--- src/rtl/core/sfb_pkg.sv ---
// Shared types and constants of the segmenting frame builder.
// No dependencies.
package sfb_pkg;

  localparam int MAX_RESULTS = 35;
  localparam logic [7:0] START_MARK = 8'h7E;
  localparam int FRAME_OVERHEAD = 5;

  typedef enum logic [1:0] {
    CFG_SEQ      = 2'd0,
    CFG_END_TYPE = 2'd1,
    CFG_MIN_LEN  = 2'd2,
    CFG_PAD      = 2'd3
  } cfg_idx_t;

  typedef struct packed {
    logic [7:0] seq;
    logic [7:0] end_type;
    logic [4:0] min_len;
    logic [7:0] pad;
  } cfg_t;

  typedef struct packed {
    logic       has_data;
    logic       has_end;
    logic [7:0] len;
    logic [7:0] ppar;
    logic [7:0] ftype;
    logic       bank;
  } cmd_t;

  typedef struct packed {
    logic       en;
    logic       bank;
    logic [7:0] idx;
    logic [7:0] data;
  } mem_wr_t;

  typedef struct packed {
    logic done;
    logic bank;
  } back_done_t;

endpackage

--- src/rtl/core/sfb_front.sv ---
// Front end: accepts input items, fills the piece store and classifies items
// into frame commands. Depends on sfb_pkg.
module sfb_front import sfb_pkg::*; #(
  parameter int PIECE_BYTES = 15
) (
  input  logic       clk,
  input  logic       rst_n,
  input  logic       in_valid,
  output logic       in_stall,
  input  logic [7:0] in_payload_byte,
  input  logic       in_byte_present,
  input  logic       in_end_of_message,
  input  logic [7:0] in_frame_type,
  input  logic       q_full,
  output logic       q_push,
  output cmd_t       q_cmd,
  output mem_wr_t    mem_wr,
  input  back_done_t bk_done
);

  localparam int CNT_W = $clog2(PIECE_BYTES + 1);

  logic [CNT_W-1:0] cnt_r, cnt_nxt, cnt_a;
  logic [7:0]       par_r, par_nxt, par_a;
  logic             sent_r, sent_nxt;
  logic             bank_r, bank_nxt;
  logic [1:0]       busy_r, busy_nxt;
  logic             accept, full;

  assign in_stall = q_full || (in_byte_present && busy_r[bank_r]);
  assign accept   = in_valid && !in_stall;

  always_comb begin
    cnt_nxt  = cnt_r;
    par_nxt  = par_r;
    sent_nxt = sent_r;
    bank_nxt = bank_r;
    busy_nxt = busy_r;
    cnt_a    = cnt_r;
    par_a    = par_r;
    full     = 1'b0;
    q_push   = 1'b0;
    q_cmd    = '0;
    mem_wr.en   = accept && in_byte_present;
    mem_wr.bank = bank_r;
    mem_wr.idx  = 8'(cnt_r);
    mem_wr.data = in_payload_byte;
    if (bk_done.done) begin
      busy_nxt[bk_done.bank] = 1'b0;
    end
    if (accept) begin
      if (in_byte_present) begin
        cnt_a = cnt_r + CNT_W'(1);
        par_a = par_r ^ in_payload_byte;
        full  = (cnt_a == CNT_W'(PIECE_BYTES));
      end
      cnt_nxt = cnt_a;
      par_nxt = par_a;
      q_cmd.len   = 8'(cnt_a);
      q_cmd.ppar  = par_a;
      q_cmd.ftype = in_frame_type;
      q_cmd.bank  = bank_r;
      q_cmd.has_end = in_end_of_message;
      if (full) begin
        q_cmd.has_data   = 1'b1;
        q_push           = 1'b1;
        cnt_nxt          = '0;
        par_nxt          = '0;
        sent_nxt         = 1'b1;
        bank_nxt         = !bank_r;
        busy_nxt[bank_r] = 1'b1;
      end else if (in_end_of_message) begin
        q_cmd.has_data = (cnt_a != '0) || !sent_r;
        q_push         = 1'b1;
        if (cnt_a != '0) begin
          bank_nxt         = !bank_r;
          busy_nxt[bank_r] = 1'b1;
        end
      end
      if (in_end_of_message) begin
        cnt_nxt  = '0;
        par_nxt  = '0;
        sent_nxt = 1'b0;
      end
    end
  end

  always_ff @(posedge clk) begin
    if (!rst_n) begin
      cnt_r  <= '0;
      par_r  <= '0;
      sent_r <= 1'b0;
      bank_r <= 1'b0;
      busy_r <= '0;
    end else begin
      cnt_r  <= cnt_nxt;
      par_r  <= par_nxt;
      sent_r <= sent_nxt;
      bank_r <= bank_nxt;
      busy_r <= busy_nxt;
    end
  end

endmodule

--- src/rtl/core/sfb_queue.sv ---
// Two-entry command queue between front and back end.
// Depends on sfb_pkg.
module sfb_queue import sfb_pkg::*; (
  input  logic clk,
  input  logic rst_n,
  input  logic push,
  input  cmd_t push_cmd,
  output logic full,
  input  logic pop,
  output logic empty,
  output cmd_t head
);

  cmd_t       ent_r [2];
  logic       wr_ptr_r, rd_ptr_r;
  logic [1:0] cnt_r;

  assign full  = (cnt_r == 2'd2);
  assign empty = (cnt_r == 2'd0);
  assign head  = ent_r[rd_ptr_r];

  always_ff @(posedge clk) begin
    if (push) begin
      ent_r[wr_ptr_r] <= push_cmd;
    end
  end

  always_ff @(posedge clk) begin
    if (!rst_n) begin
      wr_ptr_r <= 1'b0;
      rd_ptr_r <= 1'b0;
      cnt_r    <= '0;
    end else begin
      if (push) begin
        wr_ptr_r <= !wr_ptr_r;
      end
      if (pop) begin
        rd_ptr_r <= !rd_ptr_r;
      end
      cnt_r <= cnt_r + 2'(push) - 2'(pop);
    end
  end

endmodule

--- src/rtl/core/sfb_back.sv ---
// Back end: holds the two-bank piece store and sequences frame bytes onto
// the output register. Depends on sfb_pkg.
module sfb_back import sfb_pkg::*; #(
  parameter int PIECE_BYTES = 15
) (
  input  logic       clk,
  input  logic       rst_n,
  input  cfg_t       cfg,
  input  mem_wr_t    mem_wr,
  input  logic       q_empty,
  input  cmd_t       q_head,
  output logic       q_pop,
  output back_done_t bk_done,
  output logic       out_valid,
  input  logic       out_stall,
  output logic [7:0] out_byte,
  output logic       out_frame_done,
  output logic       out_last
);

  localparam int DEPTH  = 2 * PIECE_BYTES;
  localparam int ADDR_W = (DEPTH > 1) ? $clog2(DEPTH) : 1;

  typedef enum logic [2:0] {
    S_IDLE, S_MARK, S_LEN, S_SEQ, S_TYPE, S_PAY, S_PAR, S_PAD
  } state_t;

  logic [7:0] mem [DEPTH];

  state_t      state_r, state_nxt;
  cmd_t        cmd_r, cmd_nxt;
  logic        is_end_r, is_end_nxt;
  logic [7:0]  j_r, j_nxt, j_inc;
  logic [4:0]  pad_tot_r, pad_tot_nxt;
  logic [5:0]  res_r, res_nxt;
  logic [7:0]  rd_data_r;
  logic        out_valid_r, out_valid_nxt;
  logic [7:0]  out_byte_r, out_byte_nxt;
  logic        out_done_r, out_done_nxt;
  logic        out_last_r, out_last_nxt;

  logic        adv, emit, done, last;
  logic [7:0]  byte_val, f_len, f_type, f_ppar;
  logic [8:0]  tot;
  logic        padded;
  logic [7:0]  rd_idx;
  logic [ADDR_W-1:0] rd_addr, wr_addr;

  assign f_len  = is_end_r ? 8'd0 : cmd_r.len;
  assign f_type = is_end_r ? cfg.end_type : cmd_r.ftype;
  assign f_ppar = is_end_r ? 8'd0 : cmd_r.ppar;
  assign tot    = {1'b0, f_len} + 9'(FRAME_OVERHEAD);
  assign padded = tot < {4'd0, cfg.min_len};
  assign j_inc  = j_r + 8'd1;
  assign adv    = !out_valid_r || !out_stall;

  assign rd_idx  = (state_r == S_PAY && adv && j_inc != f_len) ? j_inc : j_r;
  assign rd_addr = cmd_r.bank ? ADDR_W'(PIECE_BYTES) + ADDR_W'(rd_idx) : ADDR_W'(rd_idx);
  assign wr_addr = mem_wr.bank ? ADDR_W'(PIECE_BYTES) + ADDR_W'(mem_wr.idx)
                               : ADDR_W'(mem_wr.idx);

  always_ff @(posedge clk) begin
    if (mem_wr.en) begin
      mem[wr_addr] <= mem_wr.data;
    end
    rd_data_r <= mem[rd_addr];
  end

  always_comb begin
    state_nxt     = state_r;
    cmd_nxt       = cmd_r;
    is_end_nxt    = is_end_r;
    j_nxt         = j_r;
    pad_tot_nxt   = pad_tot_r;
    res_nxt       = res_r;
    out_valid_nxt = out_valid_r;
    out_byte_nxt  = out_byte_r;
    out_done_nxt  = out_done_r;
    out_last_nxt  = out_last_r;
    emit     = 1'b0;
    done     = 1'b0;
    byte_val = START_MARK;
    q_pop    = 1'b0;
    unique case (state_r)
      S_IDLE: begin
        if (adv && !q_empty) begin
          q_pop      = 1'b1;
          cmd_nxt    = q_head;
          is_end_nxt = !q_head.has_data;
          res_nxt    = '0;
          state_nxt  = S_MARK;
        end
      end
      S_MARK: begin
        emit     = 1'b1;
        byte_val = START_MARK;
        if (adv) begin
          j_nxt     = '0;
          state_nxt = S_LEN;
        end
      end
      S_LEN: begin
        emit     = 1'b1;
        byte_val = f_len;
        if (adv) state_nxt = S_SEQ;
      end
      S_SEQ: begin
        emit     = 1'b1;
        byte_val = cfg.seq;
        if (adv) state_nxt = S_TYPE;
      end
      S_TYPE: begin
        emit     = 1'b1;
        byte_val = f_type;
        if (adv) state_nxt = (f_len != 8'd0) ? S_PAY : S_PAR;
      end
      S_PAY: begin
        emit     = 1'b1;
        byte_val = rd_data_r;
        if (adv) begin
          if (j_inc == f_len) begin
            state_nxt = S_PAR;
          end else begin
            j_nxt = j_inc;
          end
        end
      end
      S_PAR: begin
        emit     = 1'b1;
        byte_val = f_len ^ cfg.seq ^ f_type ^ f_ppar;
        done     = !padded;
        if (adv && padded) begin
          pad_tot_nxt = 5'(tot);
          state_nxt   = S_PAD;
        end
      end
      S_PAD: begin
        emit     = 1'b1;
        byte_val = cfg.pad;
        done     = ({1'b0, pad_tot_r} + 6'd1) == {1'b0, cfg.min_len};
        if (adv) pad_tot_nxt = pad_tot_r + 5'd1;
      end
      default: begin
        state_nxt = S_IDLE;
      end
    endcase

    last = (done && (is_end_r || !cmd_r.has_end)) || (res_r == 6'(MAX_RESULTS - 1));

    if (adv) begin
      out_valid_nxt = emit;
      if (emit) begin
        out_byte_nxt = byte_val;
        out_done_nxt = done;
        out_last_nxt = last;
        res_nxt      = res_r + 6'd1;
        if (last) begin
          state_nxt = S_IDLE;
        end else if (done) begin
          is_end_nxt = 1'b1;
          state_nxt  = S_MARK;
        end
      end
    end

    bk_done.done = adv && emit && last && cmd_r.has_data && (cmd_r.len != 8'd0);
    bk_done.bank = cmd_r.bank;
  end

  always_ff @(posedge clk) begin
    if (!rst_n) begin
      state_r     <= S_IDLE;
      out_valid_r <= 1'b0;
      is_end_r    <= 1'b0;
      j_r         <= '0;
      pad_tot_r   <= '0;
      res_r       <= '0;
    end else begin
      state_r     <= state_nxt;
      out_valid_r <= out_valid_nxt;
      is_end_r    <= is_end_nxt;
      j_r         <= j_nxt;
      pad_tot_r   <= pad_tot_nxt;
      res_r       <= res_nxt;
    end
    cmd_r      <= cmd_nxt;
    out_byte_r <= out_byte_nxt;
    out_done_r <= out_done_nxt;
    out_last_r <= out_last_nxt;
  end

  assign out_valid      = out_valid_r;
  assign out_byte       = out_byte_r;
  assign out_frame_done = out_done_r;
  assign out_last       = out_last_r;

endmodule

--- src/rtl/core/segmenting_frame_builder_unit.sv ---
// Segmenting frame builder: cuts a byte stream into framed pieces.
// Input channel: one payload byte (or a bare end marker) per item, valid/stall.
// Output channel: one frame byte per item, valid/stall, from a register;
//   frame_done marks each frame's final byte, last the final byte caused by
//   one input item (at most 35 bytes per input item, the rest are dropped).
// Config channel: valid/ready write of sequence number, end type, minimum
//   frame length and pad byte; ready is always high. Write only when idle.
// Throughput: the front takes an input item whenever it does not stall; the
//   back end sends one frame byte per cycle while it holds a command and the
//   output does not stall; a full piece of 15 input items makes a frame of
//   20 or more bytes. The front stalls when the two-entry command queue is
//   full or, for an item with a byte, when the piece bank it fills is still
//   being sent.
// Reset (synchronous, rst_n low) empties the queue, drops any open piece and
//   loads the register defaults. A stall on the output holds the byte and
//   halts the sequencer; the front keeps accepting until the queue fills or a byte meets a busy bank.
// Depends on sfb_pkg, sfb_front, sfb_queue, sfb_back.
module segmenting_frame_builder_unit import sfb_pkg::*; #(
  parameter int PIECE_BYTES = 15
) (
  input  logic       clk,
  input  logic       rst_n,
  input  logic       in_valid,
  output logic       in_stall,
  input  logic [7:0] in_payload_byte,
  input  logic       in_byte_present,
  input  logic       in_end_of_message,
  input  logic [7:0] in_frame_type,
  output logic       out_valid,
  input  logic       out_stall,
  output logic [7:0] out_byte,
  output logic       out_frame_done,
  output logic       out_last,
  input  logic       cfg_valid,
  output logic       cfg_ready,
  input  logic [1:0] cfg_index,
  input  logic [7:0] cfg_data
);

  cfg_t       cfg_r;
  logic       q_push, q_full, q_pop, q_empty;
  cmd_t       q_cmd, q_head;
  mem_wr_t    mem_wr;
  back_done_t bk_done;

  assign cfg_ready = 1'b1;

  always_ff @(posedge clk) begin
    if (!rst_n) begin
      cfg_r.seq      <= 8'd255;
      cfg_r.end_type <= 8'd13;
      cfg_r.min_len  <= 5'd16;
      cfg_r.pad      <= 8'd32;
    end else if (cfg_valid && cfg_ready) begin
      unique case (cfg_idx_t'(cfg_index))
        CFG_SEQ:      cfg_r.seq      <= cfg_data;
        CFG_END_TYPE: cfg_r.end_type <= cfg_data;
        CFG_MIN_LEN:  cfg_r.min_len  <= cfg_data[4:0];
        CFG_PAD:      cfg_r.pad      <= cfg_data;
        default: ;
      endcase
    end
  end

  sfb_front #(.PIECE_BYTES(PIECE_BYTES)) u_front (
    .clk               (clk),
    .rst_n             (rst_n),
    .in_valid          (in_valid),
    .in_stall          (in_stall),
    .in_payload_byte   (in_payload_byte),
    .in_byte_present   (in_byte_present),
    .in_end_of_message (in_end_of_message),
    .in_frame_type     (in_frame_type),
    .q_full            (q_full),
    .q_push            (q_push),
    .q_cmd             (q_cmd),
    .mem_wr            (mem_wr),
    .bk_done           (bk_done)
  );

  sfb_queue u_queue (
    .clk      (clk),
    .rst_n    (rst_n),
    .push     (q_push),
    .push_cmd (q_cmd),
    .full     (q_full),
    .pop      (q_pop),
    .empty    (q_empty),
    .head     (q_head)
  );

  sfb_back #(.PIECE_BYTES(PIECE_BYTES)) u_back (
    .clk            (clk),
    .rst_n          (rst_n),
    .cfg            (cfg_r),
    .mem_wr         (mem_wr),
    .q_empty        (q_empty),
    .q_head         (q_head),
    .q_pop          (q_pop),
    .bk_done        (bk_done),
    .out_valid      (out_valid),
    .out_stall      (out_stall),
    .out_byte       (out_byte),
    .out_frame_done (out_frame_done),
    .out_last       (out_last)
  );

  a_no_push_when_full: assert property (@(posedge clk) disable iff (!rst_n)
    q_push |-> !q_full) else $error("command pushed into a full queue");

  a_no_pop_when_empty: assert property (@(posedge clk) disable iff (!rst_n)
    q_pop |-> !q_empty) else $error("command popped from an empty queue");

  a_release_on_last: assert property (@(posedge clk) disable iff (!rst_n)
    bk_done.done |=> out_valid && out_last)
    else $error("piece bank released without a closing item");

endmodule

--- config.mk ---
export PLATFORM = sky130hd
export DESIGN_NAME = segmenting_frame_builder_unit
export DESIGN_NICKNAME = d
export VERILOG_FILES = /design/src/rtl/core/sfb_pkg.sv /design/src/rtl/core/sfb_front.sv /design/src/rtl/core/sfb_queue.sv /design/src/rtl/core/sfb_back.sv /design/src/rtl/core/segmenting_frame_builder_unit.sv
export SDC_FILE = /design/constraint.sdc
export NUM_CORES = 1
export LEC_CHECK = 0
export BUFFER_PORTS_ARGS = -buffer_cell sky130_fd_sc_hd__clkbuf_2
export CAP_MARGIN = 20
export CORE_UTILIZATION = 45
export DETAILED_ROUTE_END_ITERATION = 10
export SYNTH_ARGS = -nofsm -noshare
export SYNTH_HDL_FRONTEND = slang
export SYNTH_SLANG_ARGS = --single-unit
--- constraint.sdc ---
create_clock -name clk -period 5.1 [get_ports clk]
set_clock_uncertainty 0.15 [all_clocks]
set_input_delay 0.255 -clock clk [delete_from_list [all_inputs] [get_ports clk]]
set_output_delay 0.255 -clock clk [all_outputs]
set_load 0.02 [all_outputs]
==> impl_results.md, run 1 <==
- Run status: complete, no violations
- Async S/R FF share, synth: 0%
- Commonest non-fill, non-tap cell in the layout: edfxtp_1
- Vias in the first global route: 12100
- Met2 usage in global routing: 35.8%
- Largest family of logic cells by synthesized area: compound AO/OA/AOI/OAI gates
- Drt wl/cell: 21.7 µm
- Critical path fanouts, max: 31
- RSZ-0062 raised after global routing: no
- Leak Pwr: 7.30 nW
- N_diodes: 0
- Clock Pin Slew Worst Setup and Hold Paths: 0.06 ns
- Initial DRC Count: 1293
- Worst setup margin: 0.311 ns
- Gr busiest metal: met2
- Post-Synth Adder-Cell Area: 0.999%
- Post-synth EDFFs: 319
- Synth Area in XOR/XNOR: 2.37%
- Routed WL: 47100 µm
- Initial Util: 45.8%
- Total of max-cap violations: 0
- Final Max Slew Viols: 0
- Post-synth top area cell: edfxtp_1
- Gr ovfl total: 0
- Syn Std Cell Area: 18800 µm²
- Arrival time of the worst setup path: 5.08 ns
- Simple-gate share of the synthesized area: 12.4%
- Post-synthesis sequential area ratio: 59.7%
- Routed Antenna Nets: 0
- Core Footprint: 41000 µm²
- Synth Area in Compound Gates: 12.6%
- Total GRT Usage: 22.5%
- Worst rel slew slack: 26.7%
- Setup crit end kind: flop
- IO Port Bufs: 44
- Largest net degree at the start of global routing: 48
- Count of state elements after synthesis: 401
- I/O pins: 46
- Vias: 12800
- FILL cells: 3503
- Die X-Extent: 206 µm
- Die Area: 42600 µm²
- Final Cycle Share: 93.9%
- Crit path time final: 4.79 ns
- Setup_tns: 0 ns
- Max IR drop VDD: 0.273 mV
- Die height: 206 µm
- Fin nets: 1649
- Cts bufs inserted: 43
- M1 GR Usage: 31.5%
- Top FF cell, synth: edfxtp_1
- Commonest non-fill, non-tap cells in the layout: edfxtp_1 (319), nand2_1 (173), nor2_1 (108), dfxtp_1 (81), o21ai_0 (64)
- Post-layout util: 51.5%
- DRC: 0
- Root buffer cell: clkbuf_16
- H-tree Lvls: 2
- CP Class: reg -> reg
- Clock tree from TritonCTS: done
- Vias per inst: 5.92
- Final RePlAce weighted congestion: 0.882
- Hold Path Class: in -> reg
- Multiplexer share of the synthesized area: 8.58%
- Critical Path Max Stage Delay: 0.51 ns
- Area growth from synthesis to layout: 12.3%
- Mean Syn Cell Area: 12.1 µm²
- Met3 usage: 3.72%
- Yosys top cell area share: 51.0%
- Yosys cell types: 86
- Cell Pwr Density: 467 nW/µm²
- Non-Filler Instances: 2166
- Pre-antenna DRT Iters: 5
- Startpoint Class: flop
- First-pass GRT wire length: 72100 µm
- Skew-Pair Late Insertion Delay: 0.57 ns
- CP max-delay cell: dfxtp_1
- Number of clock sinks: 401
- Final setup violation count: 0
- Setup WS pre-CTS: -0.142 ns
- Yosys warns: 0
- WHS Path Cells: 2
- Dpl hpwl: 31100 µm
- Fin. Hold Viols: 0
- Worst reg2reg path depth: 18
- Maximum clock rate: 0.209 GHz
- Measured slew at the worst slew-check pin: 1.09 ns
- Critical Path RT: 5.39 ns
- Initial antenna violation count: 0
- Net Count, Synth: 1595
- Worst path cell trace: ha_2 > xor2_1 > or3_1 > a32oi_4 > o21a_4 > a21oi_2 > xnor2_1 > ha_1 > nand2_1 > xnor2_1 > a21oi_1 > a21oi_1 > and2_1 > buf_6 > mux4_1 > mux2i_1 > mux2_1 > a22oi_1
- Post-Place Cells: 2066
- Mapped Cells: 1547
- Max clock buf depth: 3
- Layout cells sized above 1: 14.6%
- Row count: 74
- Ranking of synthesized cells by area: edfxtp_1 (51%), dfxtp_1 (8.7%), nand2_1 (3.5%), mux2i_1 (2.9%), mux2_2 (2.3%)
==> report_power, final <==
| part | internal [mW] | switching [mW] |
|---|---|---|
| registers | 3.82 | 0.183 |
| logic | 1.17 | 1.81 |
| clock network | 1.64 | 1.24 |
==> kinds of logic after synthesis <==
family / count (synthesis)
xor+xnor: 50
buf+inv: 137
simple gates: 495
compound gates: 327
other cells: 1
fa+ha+maj: 15
mux: 121
flops: 401
==> repair_timing <==
item	4_1_cts	5_1_grt
buffers inserted	4	0
resized for setup	2	5
pin swaps	1	2
hold endpoints to repair	48	0
endpoints found under the setup margin	4	8
gates cloned	0	0
hold buffers	17	0
==> area by class of cell <==
class / instances / area [µm²] / area share [%]
clock buffers: 61 / 1160 / 5.52
clock inverters: 17 / 115 / 0.545
inverters: 32 / 120 / 0.569
multi-input cells: 1009 / 6990 / 33.1
flip-flops and latches: 401 / 11200 / 53.1
well taps: 532 / 666 / 3.15
repair buffers: 114 / 837 / 3.96
==> routing by layer <==
metal	vias up	part of all wire, %
met4	0	2.6
met3	79	6.0
li1	5955	-
met5	-	0
met1	6367	45
met2	411	47
==> Yosys cell counts (12+ instances only) <==
library cell	instances
o21ai_0	64
clkbuf_1	67
xnor2_1	32
inv_1	31
edfxtp_1	319
o211ai_1	15
mux4_2	19
nand2b_1	12
nand2_1	173
a22oi_1	19
a32oi_1	29
and2_1	23
and3_1	27
nor3_1	18
buf_2	23
nand4_1	17
nor2b_1	36
dfxtp_1	82
mux2_2	38
a21oi_1	55
nor2_1	109
mux2i_1	55
o31ai_1	17
a21boi_0	15
xor2_1	17
a221oi_1	14
nand3_1	51
ha_1	15
==> path summary, 6_finish.rpt <==
check | startpoint | end | slack, ns
setup / recovery | u_back.j_r[0] | u_back.rd_data_r[0] | 0.31
hold / removal | in_payload_byte[7] | u_back.mem[22][7] | 0.06
setup reg to reg | u_back.j_r[0] | u_back.rd_data_r[0] | 0.31
hold reg to reg | cfg_r[7] | cfg_r[7] | 0.31
==> per-stage QoR <==
stage	area [µm²]	hold WS, ns	power [mW]
floorplan	18800	0.204	6.06
global placement	19600	0.304	6.92
detailed placement	19600	0.311	6.95
CTS	21100	0.0289	9.88
global route	21100	0.0437	10.3
finish	21100	0.0599	9.86
==> registers in the layout (all words and copies together) (netlist names), 2 cells and up, named ones only <==
register and flops:
u_front.busy_r 2, u_back.j_r 8, u_back.state_r 3, u_back.res_r 6, u_back.out_byte 8, cfg_r 29
u_queue.cnt_r 2, u_front.cnt_r 4, u_front.par_r 8, u_back.mem 240, u_back.cmd_r 22, u_back.rd_data_r 8
u_queue.ent_r 46, u_back.pad_tot_r 5
==> worst max-delay path: cells and delay by family (launching register included) <==
kind	cells	cell delay [ns]
muxes	3	0.99
AOI/OAI and AO/OA	6	0.95
and+or+nand+nor	3	0.65
adders and majority gates	2	0.59
DFF	1	0.51
xor gates and xnor gates	3	0.47
buffers and inverters	1	0.32
(Power assumes the default switching activity.)
==> run 2, diff against run 1 <==
--- a/config.mk
+++ b/config.mk
@@ -5,10 +5,12 @@
 export SDC_FILE = /design/constraint.sdc
 export NUM_CORES = 1
 export LEC_CHECK = 0
+export ABC_AREA = 1
 export BUFFER_PORTS_ARGS = -buffer_cell sky130_fd_sc_hd__clkbuf_2
 export CAP_MARGIN = 20
 export CORE_UTILIZATION = 45
 export DETAILED_ROUTE_END_ITERATION = 10
+export PLACE_DENSITY = 0.68
 export SYNTH_ARGS = -nofsm -noshare
 export SYNTH_HDL_FRONTEND = slang
 export SYNTH_SLANG_ARGS = --single-unit
==> run 2 against run 1 <==
  * Critical path depth rose by 6
  * Hold slack worse by 0.046 ns
  * Global-route usage is 0.11 points higher
  * Routed wire length fell by 2.7%
  * Critical endpoint is now u_back.rd_data_r[7]
  * Flip-flop and latch count did not move
==> impl_results.md, run 2 <==
- Most flops, register: u_back.mem
- Worst rel slew slack: 33.3%
- Post-synthesis sequential area ratio: 61.4%
- WP depth: 24
- Non-Filler Instances: 2497
- Critical Path RT: 5.46 ns
- Biggest regs: u_back.mem x240, u_queue.ent_r x46, cfg_r x29
- Total GRT Usage: 22.6%
- Combinational power share: 26.4%
- Vias in the first global route: 12900
- Die X-Extent: 204 µm
- Count of state elements after synthesis: 401
- Final setup violation count: 0
- Leak Pwr: 8.52 nW
- Final hold slack: 0.0136 ns
- Critical path fanouts, max: 26
- Sw frac: 33.4%
- Yosys cell types: 46
- Final RePlAce weighted congestion: 0.971
- Clock tree from TritonCTS: done
- Root buffer cell: clkbuf_16
- Largest family of logic cells by synthesized area: simple AND/OR/NAND/NOR gates
- Synth Area in Compound Gates: 4.33%
- Post-Synth Adder-Cell Area: 1.03%
- Internal power: 6.43 mW
- Initial DRC Count: 1042
- Multi-input logic area: 5490 µm²
- DRC: 0
- Hold Path Class: in -> reg
- IO Port Bufs: 44
- Final Max Slew Viols: 0
- Arrival time of the worst setup path: 4.73 ns
- Clock Pin Slew Worst Setup and Hold Paths: 0.06 ns
- Yosys warns: 0
- Post-layout util: 51.5%
- Largest register FFs: 240
- Cell Pwr Density: 470 nW/µm²
- Total buffers and inverters traversed by the critical path: 4
- Pre-antenna DRT Iters: 5
- Flop pwr share: 42.0%
- Die Area: 41400 µm²
- Yosys top cell area share: 52.4%
- Die height: 204 µm
- Skew-Pair Late Insertion Delay: 0.58 ns
- Measured slew at the worst slew-check pin: 0.997 ns
- Final Cycle Share: 85.6%
- Crit path time final: 4.36 ns
- Top FF cell, synth: edfxtp_1
- Critical Path Max Stage Delay: 0.57 ns
- Syn Std Cell Area: 18300 µm²
- Initial Util: 45.8%
- FILL cells: 3507
- Mean Syn Cell Area: 9.70 µm²
- Fin nets: 1989
- Max IR drop VDD: 0.302 mV
- Net Count, Synth: 1931
- Vias: 13200
- H-tree Lvls: 2
- CP Class: reg -> reg
- Max clock buf depth: 3
- I/O pins: 46
- Simple-gate share of the synthesized area: 21.0%
- Routed Antenna Nets: 0
- Mapped Cells: 1883
- Worst reg2reg path depth: 24
- Row count: 73
- CP max-delay cell: dfxtp_1
- Area growth from synthesis to layout: 12.5%
- Initial antenna violation count: 1
- Setup crit end kind: flop
- RSZ-0062 raised after global routing: no
- Commonest non-fill, non-tap cell in the layout: nand2_1
- Cts bufs inserted: 43
- Maximum clock rate: 0.229 GHz
- Worst path cell trace: ha_1 > inv_1 > nand2_1 > nand2_1 > nand2_1 > nand2_1 > inv_1 > nand3_1 > nor2_2 > nand2_4 > nand2_4 > nand2_1 > nand2_1 > inv_1 > ha_1 > or2_2 > nand2_2 > buf_4 > nand3_1 > nand3_1 > nand3_1 > nand2_1 > nand2_1 > nand2_1
- Net Sw Power: 3.23 mW
- Core Footprint: 39900 µm²
- Largest net degree at the start of global routing: 55
- Routed WL: 45800 µm
- Final instance area: 20600 µm²
- Gr ovfl total: 0
- Run status: complete, no violations
- Top post-synthesis cells by count: nand2_1 (437), edfxtp_1 (319), inv_1 (299)
- Startpoint Class: flop
- Layout cells sized above 1: 9.28%
- Vias per inst: 5.30
- Async S/R FF share, synth: 0%
- Top-count cell post-synth: nand2_1
- Synth Area in XOR/XNOR: 1.86%
- Cell family with most CP delay: simple AND/OR/NAND/NOR gates
- Post-Place Cells: 2398
- Clock share of power: 31.6%
- Drt wl/cell: 18.3 µm
- Dpl hpwl: 30100 µm
- Most frequent CP cell: nand2_1
- WHS Path Cells: 4
- Area after DPL: 18900 µm²
- N_diodes: 0
- Post-synth top area cell: edfxtp_1
- Post-synth EDFFs: 319
- Commonest non-fill, non-tap cells in the layout: nand2_1 (434), edfxtp_1 (319), inv_1 (299), nand3_1 (265), nor2_1 (112)
- Fin. Hold Viols: 0
- Ranking of synthesized cells by area: edfxtp_1 (52%), dfxtp_1 (9.0%), nand2_1 (9.0%), nand3_1 (7.3%), inv_1 (6.1%)
- Total of max-cap violations: 0
- Register area: 11200 µm²
- Number of clock sinks: 401
- Multiplexer share of the synthesized area: 1.69%
- First-pass GRT wire length: 72300 µm
- Setup_tns: 0 ns
-- run 2: cell types whose count changed in the layout (fill, tap and decap cells not counted), moves of 29 or more --
cell and delta:
nor2b_1 -36, nand2_1 +261, inv_1 +268, a32oi_1 -29, buf_4 -29, nand3_1 +214
mux2i_1 -50
-- run 2: what timing repair did --
action	in CTS	in global routing
resized for setup	0	0
hold buffers	20	0
hold endpoints to repair	49	0
buffers inserted	0	0
-- run 2: worst register-to-register path, stage by stage (launching register included) --
cell and delay (ns):
dfxtp_1 0.57, ha_1 0.33, inv_1 0.08, nand2_1 0.10
nand2_1 0.08, nand2_1 0.06, nand2_1 0.04, inv_1 0.04
nand3_1 0.08, nor2_2 0.14, nand2_4 0.10, nand2_4 0.12
nand2_1 0.08, nand2_1 0.10, inv_1 0.05, ha_1 0.28
or2_2 0.33, nand2_2 0.47, buf_4 0.41, nand3_1 0.13
nand3_1 0.15, nand3_1 0.18, nand2_1 0.11, nand2_1 0.05
nand2_1 0.06
-- run 2: power groups by stage --
stage                     registers, mW  clock network (mW)  logic [mW]
after floorplan                    4.03                   0        1.80
after CTS                          4.08                3.09        2.49
final                              4.06                3.05        2.55
after global routing               4.08                3.22        2.81
after detailed placement           4.15                   0        2.46
after global placement             4.14                   0        2.44
-- run 2: routing by layer --
layer	GRT usage [%]	part of all wire [%]	wire length [µm]	vias to the layer above
li1	-	-	-	6332
met1	29.5	43	19600	6272
met2	37.5	47	21600	528
met3	3.80	6.4	2910	100
met4	9.21	3.5	1590	2
met5	0	0.031	14	-
-- run 2: metrics by stage --
| step | power [mW] | worst slack (ns) |
|---|---|---|
| finish | 9.66 | 0.736 |
| global route | 10.1 | 0.373 |
| CTS | 9.66 | 0.780 |
| detailed placement | 6.61 | 0.817 |
| global placement | 6.58 | 0.841 |
| floorplan | 5.83 | 1.98 |
-- run 2: final cells by class --
cell class                      instances  share of cell area [%]
Clock inverter                         24                   0.962
Inverter                              307                    5.62
Timing Repair Buffer                   89                    3.28
Multi-Input combinational cell       1099                    26.7
Clock buffer                           52                    5.66
Tap cell                              525                    3.20
Sequential cell                       401                    54.6
-- run 2: kinds of logic (layout without fill, tap and decap cells) --
group                      after synthesis  count (layout)
adders and majority gates               15              15
AOI/OAI and AO/OA                      138             138
other                                    1               1
and+or+nand+nor                        879             879
xor gates and xnor gates                38              38
DFF                                    401             401
buffers and inverters                  383             472
muxes                                   28              28
-- run 2: path summary, 6_finish.rpt --
kind / start / to / slack, ns
setup reg to reg: u_back.j_r[0] / u_back.rd_data_r[7] / 0.74
hold reg to reg: cfg_r[16] / cfg_r[16] / 0.31
hold / removal: cfg_valid / cfg_r[12] / 0.01
setup / recovery: u_back.j_r[0] / u_back.rd_data_r[7] / 0.74
==> run 3, diff against run 2 <==
--- a/config.mk
+++ b/config.mk
@@ -8,6 +8,7 @@
 export ABC_AREA = 1
 export BUFFER_PORTS_ARGS = -buffer_cell sky130_fd_sc_hd__clkbuf_2
 export CAP_MARGIN = 20
+export CORE_MARGIN = 4
 export CORE_UTILIZATION = 45
 export DETAILED_ROUTE_END_ITERATION = 10
 export PLACE_DENSITY = 0.68
==> run 3 against run 2 <==
  * Maximum frequency is 3.5% higher
  * Final area is 0.46% higher
  * Largest power group unchanged
  * Critical path type unchanged
  * Hold slack better by 0.019 ns
==> impl_results.md, run 3 (synthesis gave the netlist of run 2 again) <==
- Run status: complete, no violations
- Critical path fanouts, max: 29
- Cts bufs inserted: 44
- Biggest regs: u_back.mem x240, u_queue.ent_r x46, cfg_r x29
- Most frequent CP cell: nand2_1
- Vias in the first global route: 12500
- Total buffers and inverters traversed by the critical path: 4
- Row count: 73
- Critical Path Max Stage Delay: 0.69 ns
- Dpl hpwl: 29100 µm
- Final Cycle Share: 82.7%
- Setup_tns: 0 ns
- Skew-Pair Late Insertion Delay: 0.57 ns
- Vias per inst: 5.23
- CP max-delay cell: dfxtp_1
- Leak Pwr: 8.56 nW
- Measured slew at the worst slew-check pin: 1.07 ns
- IO Port Bufs: 44
- Die Area: 43900 µm²
- Worst setup margin: 0.883 ns
- Layout cells sized above 1: 9.54%
- Combinational power share: 25.3%
- Number of clock sinks: 401
- Vias: 13000
- Routed WL: 45500 µm
- CP Class: reg -> reg
- Cell Pwr Density: 479 nW/µm²
- Initial DRC Count: 1276
- Crit path time final: 4.22 ns
- Drt wl/cell: 18.2 µm
- Hold_buf cts: 20
- Initial Util: 45.8%
- Critical Path RT: 5.47 ns
- Post-CTS Setup Inserts: 0
- Arrival time of the worst setup path: 4.58 ns
- Setup crit end kind: flop
- Post-layout util: 51.7%
- Startpoint Class: flop
- Net Sw Power: 3.25 mW
- Gr ovfl total: 0
- Most flops, register: u_back.mem
- Hold Path Class: in -> reg
- H-tree Lvls: 2
- WHS Path Cells: 4
- Pre-antenna DRT Iters: 5
- Root buffer cell: clkbuf_16
- Fin nets: 1985
- RSZ-0062 raised after global routing: no
- Core Footprint: 39900 µm²
- Cell family with most CP delay: simple AND/OR/NAND/NOR gates
- N_diodes: 0
- Maximum clock rate: 0.237 GHz
- Setup WS pre-CTS: 0.980 ns
- WP depth: 21
- Final Max Slew Viols: 0
- Commonest non-fill, non-tap cell in the layout: nand2_1
- Die X-Extent: 210 µm
- Area growth from synthesis to layout: 13.0%
- Clock Pin Slew Worst Setup and Hold Paths: 0.07 ns
- Initial antenna violation count: 1
- Flop pwr share: 40.9%
- I/O pins: 46
- Cells resized by post-CTS repair: 0
- Sw frac: 32.8%
- Largest net degree at the start of global routing: 63
- Worst path cell trace: inv_4 > nand2_2 > inv_1 > nand2_1 > nand4_1 > nor2_2 > nand2_4 > nand2_4 > nand2_2 > nand2_1 > inv_1 > ha_1 > or2_2 > nand2_2 > buf_4 > nand3_1 > nand3_1 > nand3_1 > nand2_1 > nand2_1 > nand2_1
- Fin. Hold Viols: 0
- DRC: 0
- Commonest non-fill, non-tap cells in the layout: nand2_1 (434), edfxtp_1 (319), inv_1 (299), nand3_1 (265), nor2_1 (112)
- Final RePlAce weighted congestion: 0.905
- FILL cells: 3518
- Total GRT Usage: 20.4%
- Routed Antenna Nets: 0
- First-pass GRT wire length: 70800 µm
- Worst rel slew slack: 28.4%
- Max clock buf depth: 3
- Largest register FFs: 240
- Clock share of power: 33.8%
- Clock tree from TritonCTS: done
- Internal power: 6.65 mW
- Total of max-cap violations: 0
- Max IR drop VDD: 0.318 mV
- Worst reg2reg path depth: 21
- Die height: 210 µm
- Final setup violation count: 0
-- run 3: changes by cell type in the layout (fill, tap and decap cells not counted), moves of 2 or more --
| cell | previous run | this run |
|---|---|---|
| buf_4 | 20 | 18 |
| bufinv_16 | 3 | 6 |
| clkbuf_16 | 45 | 48 |
| clkinv_1 | 15 | 9 |
| clkinv_2 | 7 | 5 |
| clkinv_4 | 0 | 2 |
| clkinvlp_4 | 1 | 3 |
| inv_4 | 1 | 3 |
-- run 3: worst register-to-register path, delay by kind of cell, from the launching register on --
| family | cells | cell delay (ns) |
|---|---|---|
| buf+inv | 4 | 0.75 |
| flops | 1 | 0.69 |
| fa+ha+maj | 1 | 0.30 |
| simple gates | 16 | 2.26 |
-- run 3: worst paths after layout --
path	start	end	slack, ns
max	u_back.is_end_r	u_back.rd_data_r[6]	0.88
min	cfg_valid	cfg_r[12]	0.03
max reg2reg	u_back.is_end_r	u_back.rd_data_r[6]	0.88
min reg2reg	u_queue.rd_ptr_r	u_queue.rd_ptr_r	0.31
-- run 3: cell type report --
| class | count | area (µm²) | share of cell area, % |
|---|---|---|---|
| Clock buffer | 53 | 1220 | 5.91 |
| Clock inverter | 26 | 312 | 1.51 |
| Inverter | 307 | 1150 | 5.59 |
| Multi-Input combinational cell | 1099 | 5490 | 26.6 |
| Sequential cell | 401 | 11200 | 54.3 |
| Tap cell | 525 | 657 | 3.18 |
| Timing Repair Buffer | 84 | 596 | 2.88 |
-- run 3: metal layers --
layer	vias to the layer above	track usage [%]	share of wire (%)
met5	-	0	0
met4	0	7.67	3.6
met3	96	4.02	7.7
met2	505	32.6	47
met1	6121	27.8	42
li1	6317	-	-
-- run 3: stage by stage --
step	total power [mW]	area (µm²)	hold slack, ns	cells
6_report	9.89	20600	0.0327	2495
5_1_grt	10.4	20600	0.0651	2495
4_1_cts	9.93	20600	0.0148	2495
3_5_place_dp	6.58	18900	0.294	2396
3_3_place_gp	6.55	18900	0.289	2396
2_1_floorplan	5.83	18300	0.204	1883
-- run 3: power groups by stage --
stage / clock (mW) / combinational, mW / sequential, mW
after floorplan: 0 / 1.80 / 4.03
after global placement: 0 / 2.44 / 4.11
after detailed placement: 0 / 2.46 / 4.11
after CTS: 3.39 / 2.50 / 4.05
after global routing: 3.52 / 2.78 / 4.07
final: 3.34 / 2.50 / 4.05
